==> config.mk <==
export PLATFORM = sky130hd
export DESIGN_NAME = rgb_to_hsv_converter
export DESIGN_NICKNAME = d
export VERILOG_FILES = /design/src/rtl/core/rhsv_pkg.sv /design/src/rtl/core/rhsv_front.sv /design/src/rtl/core/rhsv_queue.sv /design/src/rtl/core/rhsv_back.sv /design/src/rtl/core/rgb_to_hsv_converter.sv
export SDC_FILE = /design/constraint.sdc
export NUM_CORES = 2
export LEC_CHECK = 0
export ABC_AREA = 1
export ABC_CLOCK_PERIOD_IN_PS = 11900
export BUFFER_PORTS_ARGS = -buffer_cell sky130_fd_sc_hd__buf_2
export CAP_MARGIN = 30
export CORE_MARGIN = 2
export CORE_UTILIZATION = 55
export CTS_BUF_LIST = sky130_fd_sc_hd__clkbuf_4
export DETAILED_ROUTE_END_ITERATION = 8
export PLACE_DENSITY = 0.79
export SLEW_MARGIN = 20
export SYNTH_ARGS = -nofsm -noshare
export SYNTH_HDL_FRONTEND = slang
export SYNTH_SLANG_ARGS = --single-unit
export TNS_END_PERCENT = 10
==> constraint.sdc <==
create_clock -name i_clk -period 11.9 [get_ports i_clk]
set_input_delay 0.595 -clock i_clk [delete_from_list [all_inputs] [get_ports i_clk]]
set_output_delay 0.595 -clock i_clk [all_outputs]
set_load 0.01 [all_outputs]
==> src/rtl/core/rhsv_pkg.sv <==
// Shared constants, types and the divider step for the RGB to HSV converter.
package rhsv_pkg;

    localparam int CHANNEL_BITS  = 8;
    localparam int FRACTION_BITS = 16;
    // 6 * delta stays below 2^(CHANNEL_BITS + 3)
    localparam int DIV_BITS      = CHANNEL_BITS + 3;
    localparam int DIV_STAGES    = FRACTION_BITS;
    localparam int QUEUE_DEPTH   = 2;
    localparam int QPTR_BITS     = (QUEUE_DEPTH > 1) ? $clog2(QUEUE_DEPTH) : 1;
    localparam int QCNT_BITS     = $clog2(QUEUE_DEPTH + 1);

    // classified pixel, handed from front to back
    typedef struct packed {
        logic [DIV_BITS-1:0]     hue_num;
        logic [DIV_BITS-1:0]     hue_div;
        logic [CHANNEL_BITS-1:0] sat_num;
        logic [CHANNEL_BITS-1:0] sat_div;
        logic [CHANNEL_BITS-1:0] value;
        logic                    hue_zero;
        logic                    sat_zero;
        logic                    sat_full;
    } t_job;

    // one divider pipeline stage
    typedef struct packed {
        logic [DIV_BITS-1:0]      hue_rem;
        logic [DIV_BITS-1:0]      hue_div;
        logic [FRACTION_BITS-1:0] hue_quot;
        logic [CHANNEL_BITS-1:0]  sat_rem;
        logic [CHANNEL_BITS-1:0]  sat_div;
        logic [FRACTION_BITS-1:0] sat_quot;
        logic [CHANNEL_BITS-1:0]  value;
        logic                     hue_zero;
        logic                     sat_zero;
        logic                     sat_full;
    } t_div_stage;

    function automatic t_div_stage div_load(input t_job job);
        t_div_stage s;
        s.hue_rem  = job.hue_num;
        s.hue_div  = job.hue_div;
        s.hue_quot = '0;
        s.sat_rem  = job.sat_num;
        s.sat_div  = job.sat_div;
        s.sat_quot = '0;
        s.value    = job.value;
        s.hue_zero = job.hue_zero;
        s.sat_zero = job.sat_zero;
        s.sat_full = job.sat_full;
        return s;
    endfunction

    // one restoring division step for both quotients
    function automatic t_div_stage div_step(input t_div_stage s);
        t_div_stage            r;
        logic [DIV_BITS:0]     hue_sh;
        logic [CHANNEL_BITS:0] sat_sh;
        logic                  hue_bit;
        logic                  sat_bit;
        r       = s;
        hue_sh  = {s.hue_rem, 1'b0};
        sat_sh  = {s.sat_rem, 1'b0};
        hue_bit = (hue_sh >= {1'b0, s.hue_div});
        sat_bit = (sat_sh >= {1'b0, s.sat_div});
        r.hue_rem  = hue_bit ? DIV_BITS'(hue_sh - {1'b0, s.hue_div}) : DIV_BITS'(hue_sh);
        r.sat_rem  = sat_bit ? CHANNEL_BITS'(sat_sh - {1'b0, s.sat_div})
                             : CHANNEL_BITS'(sat_sh);
        r.hue_quot = {s.hue_quot[FRACTION_BITS-2:0], hue_bit};
        r.sat_quot = {s.sat_quot[FRACTION_BITS-2:0], sat_bit};
        return r;
    endfunction

endpackage

==> src/rtl/core/rhsv_front.sv <==
// Front stage: max/min/delta, hue sector and divider operands, registered.
module rhsv_front (
    input  logic                                i_clk,
    input  logic                                i_rst_n,
    input  logic                                i_valid,
    output logic                                o_ready,
    input  logic [rhsv_pkg::CHANNEL_BITS-1:0]   i_red,
    input  logic [rhsv_pkg::CHANNEL_BITS-1:0]   i_green,
    input  logic [rhsv_pkg::CHANNEL_BITS-1:0]   i_blue,
    output logic                                o_valid,
    input  logic                                i_ready,
    output rhsv_pkg::t_job                      o_job
);
    import rhsv_pkg::*;

    logic                      r_valid;
    logic                      n_valid;
    t_job                      r_job;
    t_job                      n_job;
    logic [CHANNEL_BITS-1:0]   mx;
    logic [CHANNEL_BITS-1:0]   mn;
    logic [CHANNEL_BITS-1:0]   delta;
    logic signed [DIV_BITS:0]  num;
    logic [DIV_BITS-1:0]       turn;
    logic                      take;

    assign o_ready = !r_valid || i_ready;
    assign take    = i_valid && o_ready;

    always_comb begin
        mx = (i_red >= i_green) ? i_red : i_green;
        mx = (mx >= i_blue) ? mx : i_blue;
        mn = (i_red <= i_green) ? i_red : i_green;
        mn = (mn <= i_blue) ? mn : i_blue;
        delta = mx - mn;
        turn  = DIV_BITS'({delta, 2'b00}) + DIV_BITS'({delta, 1'b0});
        // sector by priority: red, then green, then blue
        priority if (i_red == mx) begin
            num = $signed({1'b0, DIV_BITS'(i_green)}) - $signed({1'b0, DIV_BITS'(i_blue)});
        end else if (i_green == mx) begin
            num = $signed({1'b0, DIV_BITS'({delta, 1'b0})})
                + $signed({1'b0, DIV_BITS'(i_blue)}) - $signed({1'b0, DIV_BITS'(i_red)});
        end else begin
            num = $signed({1'b0, DIV_BITS'({delta, 2'b00})})
                + $signed({1'b0, DIV_BITS'(i_red)}) - $signed({1'b0, DIV_BITS'(i_green)});
        end
        if (num < 0) begin
            num = num + $signed({1'b0, turn});
        end
        n_job.hue_num  = DIV_BITS'(num);
        n_job.hue_div  = turn;
        n_job.sat_num  = delta;
        n_job.sat_div  = mx;
        n_job.value    = mx;
        n_job.hue_zero = (delta == '0);
        n_job.sat_zero = (mx == '0);
        n_job.sat_full = (delta == mx);
    end

    always_comb begin
        n_valid = r_valid;
        if (take) begin
            n_valid = 1'b1;
        end else if (i_ready) begin
            n_valid = 1'b0;
        end
    end

    always_ff @(posedge i_clk) begin
        if (!i_rst_n) begin
            r_valid <= 1'b0;
        end else begin
            r_valid <= n_valid;
        end
    end

    always_ff @(posedge i_clk) begin
        if (take) begin
            r_job <= n_job;
        end
    end

    assign o_valid = r_valid;
    assign o_job   = r_job;

endmodule

==> src/rtl/core/rhsv_queue.sv <==
// Short FIFO between the classify front and the divider back.
module rhsv_queue (
    input  logic            i_clk,
    input  logic            i_rst_n,
    input  logic            i_valid,
    output logic            o_ready,
    input  rhsv_pkg::t_job  i_job,
    output logic            o_valid,
    input  logic            i_ready,
    output rhsv_pkg::t_job  o_job
);
    import rhsv_pkg::*;

    t_job                 r_mem [QUEUE_DEPTH];
    logic [QPTR_BITS-1:0] r_wr_ptr;
    logic [QPTR_BITS-1:0] n_wr_ptr;
    logic [QPTR_BITS-1:0] r_rd_ptr;
    logic [QPTR_BITS-1:0] n_rd_ptr;
    logic [QCNT_BITS-1:0] r_count;
    logic [QCNT_BITS-1:0] n_count;
    logic                 push;
    logic                 pop;

    function automatic logic [QPTR_BITS-1:0] ptr_inc(input logic [QPTR_BITS-1:0] p);
        return (p == QPTR_BITS'(QUEUE_DEPTH - 1)) ? '0 : QPTR_BITS'(p + 1'b1);
    endfunction

    assign o_ready = (r_count != QCNT_BITS'(QUEUE_DEPTH));
    assign o_valid = (r_count != '0);
    assign o_job   = r_mem[r_rd_ptr];
    assign push    = i_valid && o_ready;
    assign pop     = o_valid && i_ready;

    always_comb begin
        n_wr_ptr = push ? ptr_inc(r_wr_ptr) : r_wr_ptr;
        n_rd_ptr = pop ? ptr_inc(r_rd_ptr) : r_rd_ptr;
        n_count  = r_count;
        if (push && !pop) begin
            n_count = QCNT_BITS'(r_count + 1'b1);
        end else if (pop && !push) begin
            n_count = QCNT_BITS'(r_count - 1'b1);
        end
    end

    always_ff @(posedge i_clk) begin
        if (!i_rst_n) begin
            r_wr_ptr <= '0;
            r_rd_ptr <= '0;
            r_count  <= '0;
        end else begin
            r_wr_ptr <= n_wr_ptr;
            r_rd_ptr <= n_rd_ptr;
            r_count  <= n_count;
        end
    end

    always_ff @(posedge i_clk) begin
        if (push) begin
            r_mem[r_wr_ptr] <= i_job;
        end
    end

endmodule

==> src/rtl/core/rhsv_back.sv <==
// Back end: pipelined restoring dividers for hue and saturation, one bit per stage.
module rhsv_back (
    input  logic                                 i_clk,
    input  logic                                 i_rst_n,
    input  logic                                 i_valid,
    output logic                                 o_ready,
    input  rhsv_pkg::t_job                       i_job,
    output logic                                 o_valid,
    input  logic                                 i_ready,
    output logic [rhsv_pkg::FRACTION_BITS-1:0]   o_hue,
    output logic [rhsv_pkg::FRACTION_BITS-1:0]   o_saturation,
    output logic [rhsv_pkg::CHANNEL_BITS-1:0]    o_value
);
    import rhsv_pkg::*;

    logic       r_vld [DIV_STAGES];
    logic       n_vld [DIV_STAGES];
    t_div_stage r_stg [DIV_STAGES];
    t_div_stage n_stg [DIV_STAGES];
    logic       en    [DIV_STAGES];
    t_div_stage last;

    // a stage moves when it is empty or the next one moves (bubbles collapse)
    always_comb begin
        en[DIV_STAGES-1] = !r_vld[DIV_STAGES-1] || i_ready;
        for (int k = DIV_STAGES - 2; k >= 0; k--) begin
            en[k] = !r_vld[k] || en[k+1];
        end
    end

    always_comb begin
        n_stg[0] = div_step(div_load(i_job));
        n_vld[0] = en[0] ? i_valid : r_vld[0];
        for (int k = 1; k < DIV_STAGES; k++) begin
            n_stg[k] = div_step(r_stg[k-1]);
            n_vld[k] = en[k] ? r_vld[k-1] : r_vld[k];
        end
    end

    always_ff @(posedge i_clk) begin
        if (!i_rst_n) begin
            for (int k = 0; k < DIV_STAGES; k++) begin
                r_vld[k] <= 1'b0;
            end
        end else begin
            for (int k = 0; k < DIV_STAGES; k++) begin
                r_vld[k] <= n_vld[k];
            end
        end
    end

    always_ff @(posedge i_clk) begin
        for (int k = 0; k < DIV_STAGES; k++) begin
            if (en[k]) begin
                r_stg[k] <= n_stg[k];
            end
        end
    end

    assign o_ready = en[0];
    assign last    = r_stg[DIV_STAGES-1];
    assign o_valid = r_vld[DIV_STAGES-1];
    assign o_value = last.value;
    assign o_hue   = last.hue_zero ? '0 : last.hue_quot;

    always_comb begin
        priority if (last.sat_zero) begin
            o_saturation = '0;
        end else if (last.sat_full) begin
            o_saturation = '1;
        end else begin
            o_saturation = last.sat_quot;
        end
    end

endmodule

==> src/rtl/core/rgb_to_hsv_converter.sv <==
// Path: an accepted pixel transaction goes through the classify register, one queue
// slot and the 16 divider stages before its result is presented.
// Throughput: one pixel per cycle while the output is not stalled, set by the 16-stage
// pipelined dividers for hue and saturation, one quotient bit per stage.
// Reset: i_rst_n is synchronous, active low; it empties the front register, the queue
// and the divider pipeline, so o_valid is low after reset. Payload is not cleared.
module rgb_to_hsv_converter (
    input  logic                                 i_clk,
    input  logic                                 i_rst_n,
    // pixel transaction in
    input  logic                                 i_valid,
    output logic                                 o_ready,
    input  logic [rhsv_pkg::CHANNEL_BITS-1:0]    i_red,
    input  logic [rhsv_pkg::CHANNEL_BITS-1:0]    i_green,
    input  logic [rhsv_pkg::CHANNEL_BITS-1:0]    i_blue,
    // HSV transaction out
    output logic                                 o_valid,
    input  logic                                 i_ready,
    output logic [rhsv_pkg::FRACTION_BITS-1:0]   o_hue,
    output logic [rhsv_pkg::FRACTION_BITS-1:0]   o_saturation,
    output logic [rhsv_pkg::CHANNEL_BITS-1:0]    o_value
);
    import rhsv_pkg::*;

    // front -> queue
    logic fq_valid;
    logic fq_ready;
    t_job fq_job;
    // queue -> back
    logic qb_valid;
    logic qb_ready;
    t_job qb_job;

    // Front: finds max/min/delta, picks the hue sector (red wins ties, then
    // green), wraps a negative hue numerator by one turn (6*delta) and flags
    // the grey, black and fully saturated cases.
    rhsv_front u_front (
        .i_clk   (i_clk),
        .i_rst_n (i_rst_n),
        .i_valid (i_valid),
        .o_ready (o_ready),
        .i_red   (i_red),
        .i_green (i_green),
        .i_blue  (i_blue),
        .o_valid (fq_valid),
        .i_ready (fq_ready),
        .o_job   (fq_job)
    );

    // Short queue so the front keeps taking pixels while the back stalls, until it is full.
    rhsv_queue u_queue (
        .i_clk   (i_clk),
        .i_rst_n (i_rst_n),
        .i_valid (fq_valid),
        .o_ready (fq_ready),
        .i_job   (fq_job),
        .o_valid (qb_valid),
        .i_ready (qb_ready),
        .o_job   (qb_job)
    );

    // Back: hue = floor(n * 2^16 / (6*delta)) and
    // saturation = floor(delta * 2^16 / max), both by restoring division,
    // then the special-case overrides on the last stage.
    rhsv_back u_back (
        .i_clk        (i_clk),
        .i_rst_n      (i_rst_n),
        .i_valid      (qb_valid),
        .o_ready      (qb_ready),
        .i_job        (qb_job),
        .o_valid      (o_valid),
        .i_ready      (i_ready),
        .o_hue        (o_hue),
        .o_saturation (o_saturation),
        .o_value      (o_value)
    );

endmodule

==> results.tsv <==
metric	value	unit
outcome	finished with violations	
violations	DRC	
cts.htree.levels	4	
critPathMaxFanout	69	
drt_pass1_iterations	9	
cts_buffer_depth	3	
critical_path.slowest_cell	sky130_fd_sc_hd__inv_2	
worstHoldPathType	input port to flip-flop	
critical_path_class	flip-flop to flip-flop	
finalHoldViolations	0	
asyncSetResetFlopFracSynth	0	%
final.setup_skew	67.7	ps
critical-path-top-cell-by-count	sky130_fd_sc_hd__inv_2	
num_vias	30500	
grt_setup_unrepaired	false	
tritoncts	done	
sequential_cell_area	30000	µm²
chipHeight	303	µm
placeableCoreArea	88500	µm²
synth_enable_flop_cells	986	
layout_worst_path_cycle_share	66.6	%
yosysSeqAreaShare	61.1	%
fill_cells	6660	
critical-path-top-delay-family	buffers and inverters	
synth_xor_xnor_area_share	4.03	%
finalWorstSetupSlack	3980	ps
fp-row-count	109	
grt_first_pass_wirelength	146	mm
clock.fmax	126	MHz
cts.reportedPaths.clkPinSlew	60	ps
layout-area-overhead-vs-synth	9.84	%
grt_usage	19.9	%
synthMuxAreaShare	0.0204	%
insertion_delay	1060	ps
gpl.final_weighted_congestion	0.910	
finalWorstPathRequiredPeriod	7920	ps
synth_top_cell_area_share	60.3	%
die_w	303	µm
synth_compound_area_share	8.11	%
postCtsResizedCells	0	
critical_path_arrival	8810	ps
final_util	61.0	%
startpoint_type	flip-flop	
worst_hold_depth	3	
finish.net_count	4957	
numPortBuffers	69	
start_util	55.5	%
postRouteWirelength	89.2	mm
maxSlewHeadroom	37.7	%
multi_input_area	16400	µm²
post-synth-top-area-cell	sky130_fd_sc_hd__edfxtp_1	
post_dp_cell_area	50800	µm²
critical_path_required	12790	ps
global_route.overflow_total	0	
timing_worst_slew_pin_value	934	ps
synth.ff_latch_count	1007	
total_die_area	91700	µm²
number_of_remaining_drc_errors	8	
reg2reg_depth	41	
setup_tns	0	ps
synth_area_per_cell	11.6	µm²
final_setup_vio_count	0	
fin_area	54000	µm²
pin_count_of_the_biggest_net_entering_global_routing	71	
yosys.area_share.simple	10.1	%
ctsRootBufferMaster	sky130_fd_sc_hd__clkbuf_4	
numCtsBuffers	233	
top_level_ports	70	
grt_pass1_vias	31000	
antenna_violating_nets_post_route	0	
routed_via_density	5.20	
synth_top_family_by_area	adder cells	
grt_antenna_before_repair	1	
cts_sinks	1007	
path_depth	41	
holdCritStartpoint	i_blue[2]	
final_max_slew_viol_count	0	
postSynthNetCount	4689	
most_frequently_used_flop_master_after_synthesis	sky130_fd_sc_hd__edfxtp_1	
postSynthCellCount	4247	
startpoint	u_back.r_vld[1][7]	
yosys.area_share.adder	11.1	%
syn_area	49100	µm²
crit_path_max_incr_delay	690	ps
place_ws	2420	ps
path_buf_inv	19	
drv_cap	0	
yosysUniqueCellTypes	59	
setup.worst_path.end_class	flip-flop	
synth.top_cells.by_area	sky130_fd_sc_hd__edfxtp_1 60%, sky130_fd_sc_hd__ha_1 9.6%, sky130_fd_sc_hd__inv_1 4.8%	
dp.final_hpwl	65.9	mm
synth-warning-count	0	
final_layout_size_suffix_gt1_share	12.0	%
routedWlPerCell	15.2	µm
initialDrtViolationCount	1777	
reg2reg_launch_point	u_back.r_vld[1][7]	
tightest hold or removal path: stages:
cell and delay, ps:
sky130_fd_sc_hd__buf_2 150, sky130_fd_sc_hd__nand3_1 150, sky130_fd_sc_hd__nand2_2 140
cell families (layout without fill, tap and decap cells):
| kind of cell | Yosys count | after routing |
|---|---|---|
| AOI/OAI and AO/OA | 725 | 725 |
| adders and majority gates | 414 | 414 |
| other | 0 | 1 |
| muxes | 1 | 1 |
| buffers and inverters | 710 | 1158 |
| and+or+nand+nor | 1164 | 1164 |
| DFF | 1007 | 1007 |
| xor gates and xnor gates | 226 | 226 |
layout make-up:
class	instances	area share (%)
clock buffers	338	4.70
clock inverters	77	0.971
diodes	1	0.00464
flip-flops and latches	1007	55.6
repair buffers	94	1.07
inverters	649	4.52
well taps	1165	2.70
multi-input cells	2530	30.4
final timing paths:
check	to	slack (ps)
setup / recovery	u_queue.r_count[1]	3980
hold / removal	u_front.o_job[13]	190
setup reg to reg	u_queue.r_count[1]	3980
hold reg to reg	u_back.r_stg[0][503]	390
through the flow:
step,std cells,hold WS [ps]
6_report,5861,187
4_1_cts,5855,20.9
3_5_place_dp,5438,405
5_1_grt,5861,66.3
2_1_floorplan,4247,400
3_3_place_gp,5436,400
per-layer routing:
layer  GRT usage, %  vias to the layer above  part of all wire, %
li1               -                    15300                    -
met2           38.2                      680                   55
met4           8.28                        0                  2.7
met1           21.2                    14300                   39
met5              0                        -                    0
met3           3.82                      176                  4.1
cells in the mapped netlist, types with 4 or more instances:
master and instances:
sky130_fd_sc_hd__clkbuf_1 47, sky130_fd_sc_hd__o21ai_0 357, sky130_fd_sc_hd__a21oi_1 244, sky130_fd_sc_hd__edfxtp_1 986
sky130_fd_sc_hd__ha_1 376, sky130_fd_sc_hd__xnor2_1 69, sky130_fd_sc_hd__nor3_1 52, sky130_fd_sc_hd__a21o_1 5
sky130_fd_sc_hd__a31oi_1 11, sky130_fd_sc_hd__dfxtp_1 21, sky130_fd_sc_hd__nand3_1 99, sky130_fd_sc_hd__o21bai_1 22
sky130_fd_sc_hd__nor2_2 11, sky130_fd_sc_hd__nand4_1 27, sky130_fd_sc_hd__nand2_2 16, sky130_fd_sc_hd__o211ai_1 4
sky130_fd_sc_hd__clkinv_1 6, sky130_fd_sc_hd__nand3b_1 5, sky130_fd_sc_hd__nand2_4 8, sky130_fd_sc_hd__nor4_1 6
sky130_fd_sc_hd__nand2_1 583, sky130_fd_sc_hd__a211oi_1 11, sky130_fd_sc_hd__inv_2 18, sky130_fd_sc_hd__o21ai_1 9
sky130_fd_sc_hd__fa_1 38, sky130_fd_sc_hd__o31ai_1 22, sky130_fd_sc_hd__and2_1 11, sky130_fd_sc_hd__or2_2 24
sky130_fd_sc_hd__a311oi_1 7, sky130_fd_sc_hd__buf_4 8, sky130_fd_sc_hd__o22ai_1 8, sky130_fd_sc_hd__xor2_1 157
sky130_fd_sc_hd__inv_1 624, sky130_fd_sc_hd__o221ai_1 6, sky130_fd_sc_hd__nor2_1 311, sky130_fd_sc_hd__nor2_4 4
sequential cells by signal (all words and copies together) (netlist names), named ones only:
register,flops
u_queue.r_wr_ptr,1
u_back.r_vld,16
u_back.r_stg,868
u_front.o_job,39
u_queue.r_rd_ptr,1
u_front.o_valid,1
u_queue.r_mem,78
u_queue.r_count,2
what timing repair did:
action	4_1_cts	5_1_grt
hold buffers	2	0
endpoints found under the hold margin	6	0
buffers inserted	0	0
layout by cell type (no fill, tap or decap), types with 22 or more instances in the layout:
cell	synthesis	layout
sky130_fd_sc_hd__edfxtp_1	986	986
sky130_fd_sc_hd__inv_1	624	622
sky130_fd_sc_hd__nand2_1	583	583
sky130_fd_sc_hd__ha_1	376	376
sky130_fd_sc_hd__o21ai_0	357	357
sky130_fd_sc_hd__clkbuf_4	0	338
sky130_fd_sc_hd__nor2_1	311	308
sky130_fd_sc_hd__a21oi_1	244	244
sky130_fd_sc_hd__xor2_1	157	157
sky130_fd_sc_hd__nand3_1	99	99
sky130_fd_sc_hd__xnor2_1	69	69
sky130_fd_sc_hd__buf_2	3	69
sky130_fd_sc_hd__nor3_1	52	52
sky130_fd_sc_hd__clkinv_1	6	51
sky130_fd_sc_hd__fa_1	38	38
sky130_fd_sc_hd__nand4_1	27	27
sky130_fd_sc_hd__or2_2	24	24
sky130_fd_sc_hd__o31ai_1	22	22
sky130_fd_sc_hd__o21bai_1	22	22
Power is not shown: default switching activity piles up to over one toggle a cycle in this logic, so the estimate is an artifact.
